==> src/rtl/ptse_pkg.sv <==
// ----------------------------------------------------------------------------
// Polynomial term store package
// Shared widths, codes and the command/status bundles between the controller
// and the datapath.
// ----------------------------------------------------------------------------
package ptse_pkg;

    // Default table depth; the top level hands its parameter down.
    localparam int NUM_COEFFS_DEF = 16;

    // Field widths of the request and result channels.
    localparam int CMD_W   = 1;
    localparam int EXP_W   = 8;
    localparam int COEF_W  = 32;
    localparam int X_W     = 32;
    localparam int VALUE_W = 48;
    localparam int STAT_W  = 2;

    // Request commands.
    localparam logic [CMD_W-1:0] CMD_ADD  = 1'b0;
    localparam logic [CMD_W-1:0] CMD_EVAL = 1'b1;

    // Result status codes.
    localparam logic [STAT_W-1:0] STATUS_OK  = 2'd0;
    localparam logic [STAT_W-1:0] STATUS_OOR = 2'd1;
    localparam logic [STAT_W-1:0] STATUS_SAT = 2'd2;

    // Commands from the controller to the datapath.
    typedef struct packed {
        logic load;        // capture the accepted request
        logic oor_result;  // post an out-of-range result
        logic add_read;    // read the addressed table entry
        logic add_update;  // saturating add and write back
        logic mul_step;    // register the Horner partial products
        logic acc_step;    // fold the products and the coefficient in
        logic out_load;    // move the result into the output register
    } ptse_cmd_t;

    // Status from the datapath to the controller.
    typedef struct packed {
        logic in_eval;     // request on the input is an evaluate
        logic in_oor;      // request exponent lies beyond the table
        logic idx_zero;    // Horner index has reached the constant term
        logic out_free;    // output register can take a result
    } ptse_stat_t;

endpackage

==> src/rtl/ptse_ctrl.sv <==
// ----------------------------------------------------------------------------
// Polynomial term store controller
// Sequences add and evaluate requests through the datapath, one at a time.
// ----------------------------------------------------------------------------
module ptse_ctrl
    import ptse_pkg::*;
(
    input  logic       aclk,
    input  logic       aresetn,
    input  logic       s_valid,
    output logic       s_ready,
    input  ptse_stat_t stat,
    output ptse_cmd_t  cmd
);

    localparam logic [2:0] ST_IDLE   = 3'd0;
    localparam logic [2:0] ST_ADD_RD = 3'd1;
    localparam logic [2:0] ST_ADD_WR = 3'd2;
    localparam logic [2:0] ST_EV_MUL = 3'd3;
    localparam logic [2:0] ST_EV_ACC = 3'd4;
    localparam logic [2:0] ST_RESP   = 3'd5;

    logic [2:0] state_reg;
    logic [2:0] state_next;

    // State register.
    always_ff @(posedge aclk) begin
        if (!aresetn) begin
            state_reg <= ST_IDLE;
        end else begin
            state_reg <= state_next;
        end
    end

    // Next state and datapath commands.
    always_comb begin
        state_next = state_reg;
        cmd        = '0;
        s_ready    = 1'b0;
        unique case (state_reg)
            ST_IDLE: begin
                s_ready = 1'b1;
                if (s_valid) begin
                    cmd.load = 1'b1;
                    if (stat.in_eval) begin
                        state_next = ST_EV_MUL;
                    end else if (stat.in_oor) begin
                        cmd.oor_result = 1'b1;
                        state_next     = ST_RESP;
                    end else begin
                        state_next = ST_ADD_RD;
                    end
                end
            end
            ST_ADD_RD: begin
                cmd.add_read = 1'b1;
                state_next   = ST_ADD_WR;
            end
            ST_ADD_WR: begin
                cmd.add_update = 1'b1;
                state_next     = ST_RESP;
            end
            ST_EV_MUL: begin
                cmd.mul_step = 1'b1;
                state_next   = ST_EV_ACC;
            end
            ST_EV_ACC: begin
                cmd.acc_step = 1'b1;
                state_next   = stat.idx_zero ? ST_RESP : ST_EV_MUL;
            end
            ST_RESP: begin
                if (stat.out_free) begin
                    cmd.out_load = 1'b1;
                    state_next   = ST_IDLE;
                end
            end
            default: begin
                state_next = ST_IDLE;
            end
        endcase
    end

endmodule

==> config.mk <==
export PLATFORM = sky130hd
export DESIGN_NAME = ptse_ctrl
export DESIGN_NICKNAME = d
export VERILOG_FILES = /design/src/rtl/ptse_pkg.sv /design/src/rtl/ptse_ctrl.sv
export SDC_FILE = /design/constraint.sdc
export NUM_CORES = 1
export LEC_CHECK = 0
export BUFFER_PORTS_ARGS = -buffer_cell sky130_fd_sc_hd__buf_2
export CORE_AREA = 8 8 45 47
export DETAILED_ROUTE_END_ITERATION = 12
export DIE_AREA = 0 0 53 55
export PLACE_DENSITY = 0.5
export RECOVER_POWER = 100
export SKIP_LAST_GASP = 1
export SYNTH_ARGS = -nofsm -noshare
export SYNTH_HDL_FRONTEND = slang
export SYNTH_SLANG_ARGS = --single-unit
==> constraint.sdc <==
create_clock -name aclk -period 2.1 [get_ports aclk]
set_clock_uncertainty 0.05 [all_clocks]
set_input_delay 0.105 -clock aclk [delete_from_list [all_inputs] [get_ports aclk]]
set_output_delay 0.105 -clock aclk [all_outputs]
set_load 0.01 [all_outputs]
# Word level (Yosys, flattened, before mapping)
# Cells that the tools add are included.
# word_totals
reg_bits	3
output_inout_bits	8
wordCells	27
# op_classes
eq_ne	7
n_mux	17
reduce_logical	2
# ops
operator	count
$pmux W3 S6	1
$mux W3	5
$mux W1	9
$eq A3 B2 Y1 const B	2
$eq A3 B3 Y1 const B	2
$mux W2	2
$ne A2 B2 Y1 const B	2
$eq A3 B1 Y1 const B	1
$logic_not A3 Y1	1
$reduce_and A2 Y1	1

# Logic depth before layout (Yosys ltp)
# Gate-level depths: netlist (run 1).
# depth
depth_word	4
depth_mapped	4

# Least setup slack after synthesis (run 1)
# No wires, ideal clock.
# synth_path
path_type	flip-flop to output port
from	register state_reg[2]
to	output port cmd[5] (netlist bit)
arrival_ns	1.085
required_time_ns	1.945
path_slack_ns	0.860
stages_incl_launch_ff	5
cell_sequence	dfxtp_1 buf_6 nor3_2 and2_1 and3b_1
# synth_rtl
element	line	source
start, declared	ptse_ctrl.sv:23	logic [2:0] state_reg;
start signal, assigned	ptse_ctrl.sv:31	state_reg <= state_next;
end, declared	ptse_ctrl.sv:13	output ptse_cmd_t cmd

==> metrics.csv, run 1 <==
stage;metric;value;unit
status;status;complete, no violations;
timing;TNS Setup;0;ps
power_and_ir_drop;Sw Ratio;35.16;%
power_and_ir_drop;peak supply drop;0.0001656;V
clock_tree;CTS root buffer;clkbuf_4;
floorplan;die height;55;um
timing;fmax;658.4;MHz
worst_setup_path;crit path kind;flop to primary output;
timing;min Tclk post-route;1519;ps
global_route;GRT Util Overall;5.243;%
global_route;vias in the first global route;293;
synth;top-area cell type share of the netlist area;26.67;%
route;# DRC;0;
clock_tree;worst-skew pair later-pin latency;230;ps
worst_setup_path;RR Endpoint;state_reg[0];
synth;Post-synth EDFFs;0;
clock_tree;H-tree depth;1;
timing;Period Utilization, post-route;72.33;%
placed_design;routability cong.;0.6643;
worst_setup_path;Worst EP arrival;1360;ps
global_route;first-pass GRT wire length;1.076;mm
layout;# nets final;51;
power_and_ir_drop;internal power;176.7;uW
hold_path;Hold WC Path Type;input pin to flop;
timing;final hold violation count;0;
timing;# setup viols final;0;
worst_setup_path;critical path cell sequence;nor3_1 -> and2_0 -> and3b_1 -> clkbuf_1;
route;post-route ant nets;0;
route;Wirelength per Cell;11.19;um
route;final wirelength;660;um
synth;Yosys reg bits;3;
power_and_ir_drop;part of the power in combinational logic;30.2;%
layout;max reg flops;3;
layout;Finished Cell Area;301.5;um^2
layout;share of layout cells above drive strength 1;25.58;%
timing;RSZ-0062 raised after global routing;false;
timing;Worst slew margin;77.84;%
route;Vias;262;
worst_setup_path;crit-path max FO;11;
clock_tree;Post-CTS Resized;0;
timing;Final Max Tran Viols;0;
route;initial drt markers;6;
synth;Post-Synthesis Cells;28;
worst_setup_path;Worst setup EP type;primary output;
power_and_ir_drop;switching pwr;95.83;uW
synth;post-synthesis sequential area ratio;26.67;%
power_and_ir_drop;Power Density;903.9;mW/mm^2
clock_tree;clk slew on worst S/H paths;40;ps
layout;fillcell total;172;
worst_setup_path;CP delay by family, top;simple AND/OR/NAND/NOR gates;
hold_path;worst hold start;aresetn;
floorplan;# IOs;15;
hold_path;end of the worst hold path;state_reg[2];
floorplan;FP Rows;14;
synth;Post-Syn Area;225.2;um^2
worst_setup_path;worst setup path startpoint;state_reg[0];
power_and_ir_drop;Reg power frac;33.0;%
worst_setup_path;Critical Path Max Stage Delay;400;ps
synth;Async S/R FF share, synth;0;%
worst_setup_path;CP Launch Type;flop;
synth;synth top area cells;dfxtp_1 (27%), buf_6 (10%), nor3_1 (8.9%), and3_1 (8.3%), a21oi_1 (4.4%);
worst_setup_path;worst path bufs/invs;1;
layout;Seq. cell area;60.06;um^2
synth;most frequent cell after synthesis;nor3_1;
layout;Ant. Diodes;0;
timing;Slew @ Worst Pin;332.0;ps
power_and_ir_drop;P_leak;0.0001381;uW
global_route;largest net degree at the start of global routing;12;
floorplan;Die ar.;0.002915;mm^2
clock_tree;clk buf depth;2;
synth;warnings from Yosys;0;
synth;post-synthesis cell type count;17;
layout;multi-input logic area;125.1;um^2
floorplan;initial core utilization;16.27;%
hold_path;hold depth;3;
worst_setup_path;R2R Setup Slk;1010;ps
flow_run;max-cap violation count;0;
route;Via density;4.441;
worst_setup_path;Crit-path slowest cell;dfxtp_1;
worst_setup_path;path depth of the worst reg2reg path;3;
placed_design;post-placement cell area;287.8;um^2
clock_tree;Clock Sinks;3;
clock_tree;TritonCTS Buffers;3;
global_route;total congestion overflow;0;
synth;cell taking the most area after synthesis;dfxtp_1;
placed_design;HPWL after detailed placement;530.6;um
clock_tree;CTS Hold Buffers Added;0;
global_route;initial antenna violation count;0;
synth;Commonest cells post-synth;nor3_1 (4), and3_1 (3), dfxtp_1 (3);
clock_tree;CTS tree;done;
floorplan;Chip Width;53;um
synth;syn_nets;35;
synth;Mean Syn Cell Area;8.043;um^2
layout;area delta synth->final;33.89;%
synth;Synth Flop Type;dfxtp_1;
route;Pre-antenna DRT Iters;2;
worst_setup_path;worst path required time;1950;ps
power_and_ir_drop;overall power;272.6;uW
floorplan;Core ar.;0.001384;mm^2
clock_tree;post-CTS setup repair buffer count;0;
worst_setup_path;RR Startpoint;state_reg[2];
power_and_ir_drop;power share of the clock group;36.8;%
placed_design;IO Port Bufs;14;
[metrics by stage]
| step | hold slack (ps) | instances | worst slack [ps] | util (%) |
|---|---|---|---|---|
| finish | 76.73 | 59 | 581.2 | 21.79 |
| CTS | 66.16 | 59 | 624.8 | 22.69 |
| floorplan | 184.0 | 28 | 859.6 | - |
| global route | 90.96 | 59 | 439.8 | 21.79 |
| global placement | 316.3 | 55 | 895.9 | 20.80 |
| detailed placement | 313.4 | 55 | 876.1 | 20.80 |
[worst min-delay path: cells and delay by family]
family / cells / cell delay, ps
buf+inv: 1 / 110
compound gates: 2 / 100
[final cells by class]
cell class | count | area share, %
Timing Repair Buffer | 14 | 20.75
Inverter | 2 | 2.490
Sequential cell | 3 | 19.92
Tap cell | 16 | 6.639
Clock buffer | 4 | 8.714
Multi-Input combinational cell | 20 | 41.49
[how the worst max path moves through the flow]
stage | slack [ps] | end | cells after the start
after floorplan | 860 | cmd[5] | 4
after global placement | 900 | cmd[5] | 4
after detailed placement | 880 | cmd[5] | 4
after CTS | 620 | cmd[5] | 4
after global routing | 440 | cmd[5] | 4
final | 580 | cmd[5] | 4
[placed cells by master (no fill, tap or decap)]
master / n
and3b_1: 1
and4_1: 1
o31ai_1: 1
buf_2: 8
inv_1: 2
o211ai_1: 1
clkbuf_4: 3
a21oi_1: 2
and3_1: 3
dfxtp_1: 3
and2_0: 1
o21ai_0: 2
a211o_1: 1
clkbuf_1: 7
nor3_1: 5
nand2_1: 1
nor4bb_1: 1
[power by group through the flow]
stage | sequential [uW] | clock [uW] | combinational, uW
after floorplan | 72.1 | 0 | 84.3
after global placement | 92.5 | 0 | 88.3
after detailed placement | 92.6 | 0 | 88.5
after CTS | 91.4 | 106 | 89.0
after global routing | 93.7 | 109 | 92.5
final | 89.8 | 100 | 82.4
[layer usage]
metal	up-vias	global-route usage (%)	part of all wire, %	wire (um)
met4	0	7.759	2.9	19
met3	2	1.337	2.6	17
met5	-	0	0	0
met2	4	9.766	59	391
li1	133	-	-	-
met1	123	3.490	35	231
[kinds of logic (layout without fill, tap and decap cells)]
kind of cell / after synthesis / after routing / synth area share, %
flip-flops: 3 / 3 / 26.67
buffers and inverters: 5 / 20 / 15.55
AND/OR/NAND/NOR: 13 / 13 / 38.34
AO/OA/AOI/OAI: 7 / 7 / 19.45
Power figures use the tool's default switching activity.
==> run 2, diff against run 1 <==
==> constraint.sdc (replaced) <==
create_clock -name aclk -period 1.6 [get_ports aclk]
set_clock_uncertainty 0.05 [all_clocks]
set_input_delay 0.08 -clock aclk [delete_from_list [all_inputs] [get_ports aclk]]
set_output_delay 0.08 -clock aclk [all_outputs]
set_load 0.01 [all_outputs]
==> metrics.csv, run 2 (synthesized netlist as in run 1, its figures left out) <==
stage;metric;value;unit;change
global_route;vias in the first global route;279;;-4.8%
global_route;GRT Util Overall;5.407;%;+0.16 points
route;Vias;260;;-0.76%
placed_design;DP Cell Count;55;;unchanged
clock_tree;clk buf depth;2;;unchanged
layout;commonest non-fill, non-tap cell in the layout;buf_2;;
worst_setup_path;crit-path max FO;11;;unchanged
layout;share of layout cells above drive strength 1;30.23;%;+4.7 points
route;final wirelength;709;um;+7.4%
floorplan;Chip Width;53;um;unchanged
placed_design;HPWL after detailed placement;536.9;um;+1.2%
clock_tree;worst-skew pair later-pin latency;230;ps;about the same
power_and_ir_drop;Power Density;1187;mW/mm^2;+31%
route;initial drt markers;8;;+2
route;post-route ant nets;0;;unchanged
placed_design;routability cong.;0.6495;;-2.2%
power_and_ir_drop;peak supply drop;0.0002306;V;+39%
clock_tree;Post-CTS Resized;0;;unchanged
layout;area delta synth->final;36.67;%;
floorplan;die height;55;um;unchanged
placed_design;pre-CTS WS;393.0;ps;-483.2 ps
floorplan;# IOs;15;;unchanged
worst_setup_path;crit path kind;flop to primary output;;
floorplan;Die ar.;0.002915;mm^2;unchanged
worst_setup_path;Crit-path slowest cell;dfxtp_1;;
timing;Final Max Tran Viols;0;;unchanged
timing;Worst slew margin;78.27;%;+0.43 points
worst_setup_path;Worst setup EP type;primary output;;
flow_run;max-cap violation count;0;;unchanged
clock_tree;CTS Hold Buffers Added;0;;unchanged
power_and_ir_drop;overall power;365.4;uW;+34%
timing;TNS Setup;0;ps;unchanged
route;Pre-antenna DRT Iters;3;;+1
worst_setup_path;worst path required time;1470;ps;-480 ps
route;Wirelength per Cell;12.02;um;+7.4%
clock_tree;Clock Sinks;3;;unchanged
hold_path;Hold WC Path Type;input pin to flop;;
layout;commonest cells after routing, fill and taps aside;buf_2 (9), clkbuf_1 (6), nor3_1 (4);;
worst_setup_path;critical path cell sequence;nor3_2 -> and2_0 -> and3b_1 -> buf_2;;
timing;Period Utilization, post-route;89.98;%;
layout;Ant. Diodes;0;;unchanged
clock_tree;CTS tree;done;;
global_route;total congestion overflow;0;;unchanged
global_route;first-pass GRT wire length;1.062;mm;-1.3%
power_and_ir_drop;P_leak;0.0001437;uW;+4.0%
global_route;initial antenna violation count;0;;unchanged
layout;fillcell total;161;;-6.4%
global_route;largest net degree at the start of global routing;12;;unchanged
layout;Final Core Density;22.24;%;+0.45 points
timing;Slew @ Worst Pin;325.6;ps;-6.376 ps
timing;final hold violation count;0;;unchanged
clock_tree;TritonCTS Buffers;3;;unchanged
worst_setup_path;Critical Path Max Stage Delay;500;ps;+100 ps
layout;final std cells w/o fill;59;;unchanged
worst_setup_path;CP Launch Type;flop;;
clock_tree;H-tree depth;1;;unchanged
timing;RSZ-0062 raised after global routing;false;;
route;# DRC;0;;unchanged
clock_tree;CTS root buffer;clkbuf_4;;
timing;min Tclk post-route;1440;ps;
floorplan;FP Rows;14;;unchanged
status;status;complete, no violations;;
timing;final worst setup slack;160.3;ps;-420.8 ps
floorplan;Core ar.;0.001384;mm^2;unchanged
layout;max reg flops;3;;unchanged
route;Via density;4.407;;-0.76%
floorplan;initial core utilization;16.27;%;unchanged
worst_setup_path;Worst EP arrival;1310;ps;-50 ps
placed_design;IO Port Bufs;14;;unchanged
layout;# nets final;51;;unchanged
timing;fmax;694.6;MHz;
timing;# setup viols final;0;;unchanged
clock_tree;clk slew on worst S/H paths;40;ps;about the same
clock_tree;post-CTS setup repair buffer count;0;;unchanged
==> run 2: area by class of cell <==
class                      count  area [um^2]  area share, %
sequential                     3        60.06          19.51
inverter                       2        7.507          2.439
tap                           16        20.02          6.504
clock buffer                   4        26.28          8.537
timing repair buffer          14        63.81          20.73
multi-input combinational     20        130.1          42.28
==> run 2: final timing paths <==
kind / start / end / slack (ps) / cells after the start
setup / recovery: state_reg[0] / cmd[5] / 160 / 4
setup reg to reg: state_reg[2] / state_reg[0] / 500 / 3
hold reg to reg: state_reg[2] / state_reg[2] / 540 / 1
hold / removal: aresetn / state_reg[2] / 50 / 3
==> run 2: routing by layer <==
metal	track usage [%]	up-vias	routed length [um]
met2	8.984	4	425
met3	0.8021	2	4
met1	3.945	120	258
li1	-	134	-
met5	0	-	0
met4	10.34	0	21
==> run 2: through the flow <==
stage                     cell area (um^2)  hold WS, ps
final                                307.8        52.86
after global routing                 307.8        62.28
after CTS                            314.1        44.47
after detailed placement             287.8        292.9
after global placement               287.8        292.0
after floorplan                      225.2        159.0
==> run 2: worst max-delay path, delay by kind of cell (launching register included) <==
kind / cells / cell delay [ps]
buffers and inverters: 1 / 140
DFF: 1 / 500
and+or+nand+nor: 3 / 440
==> run 2: where the power goes <==
part	internal (uW)	switching, uW
clock network	93.5	40.2
registers	88.4	31.4
logic	52.6	59.4
total	234	131
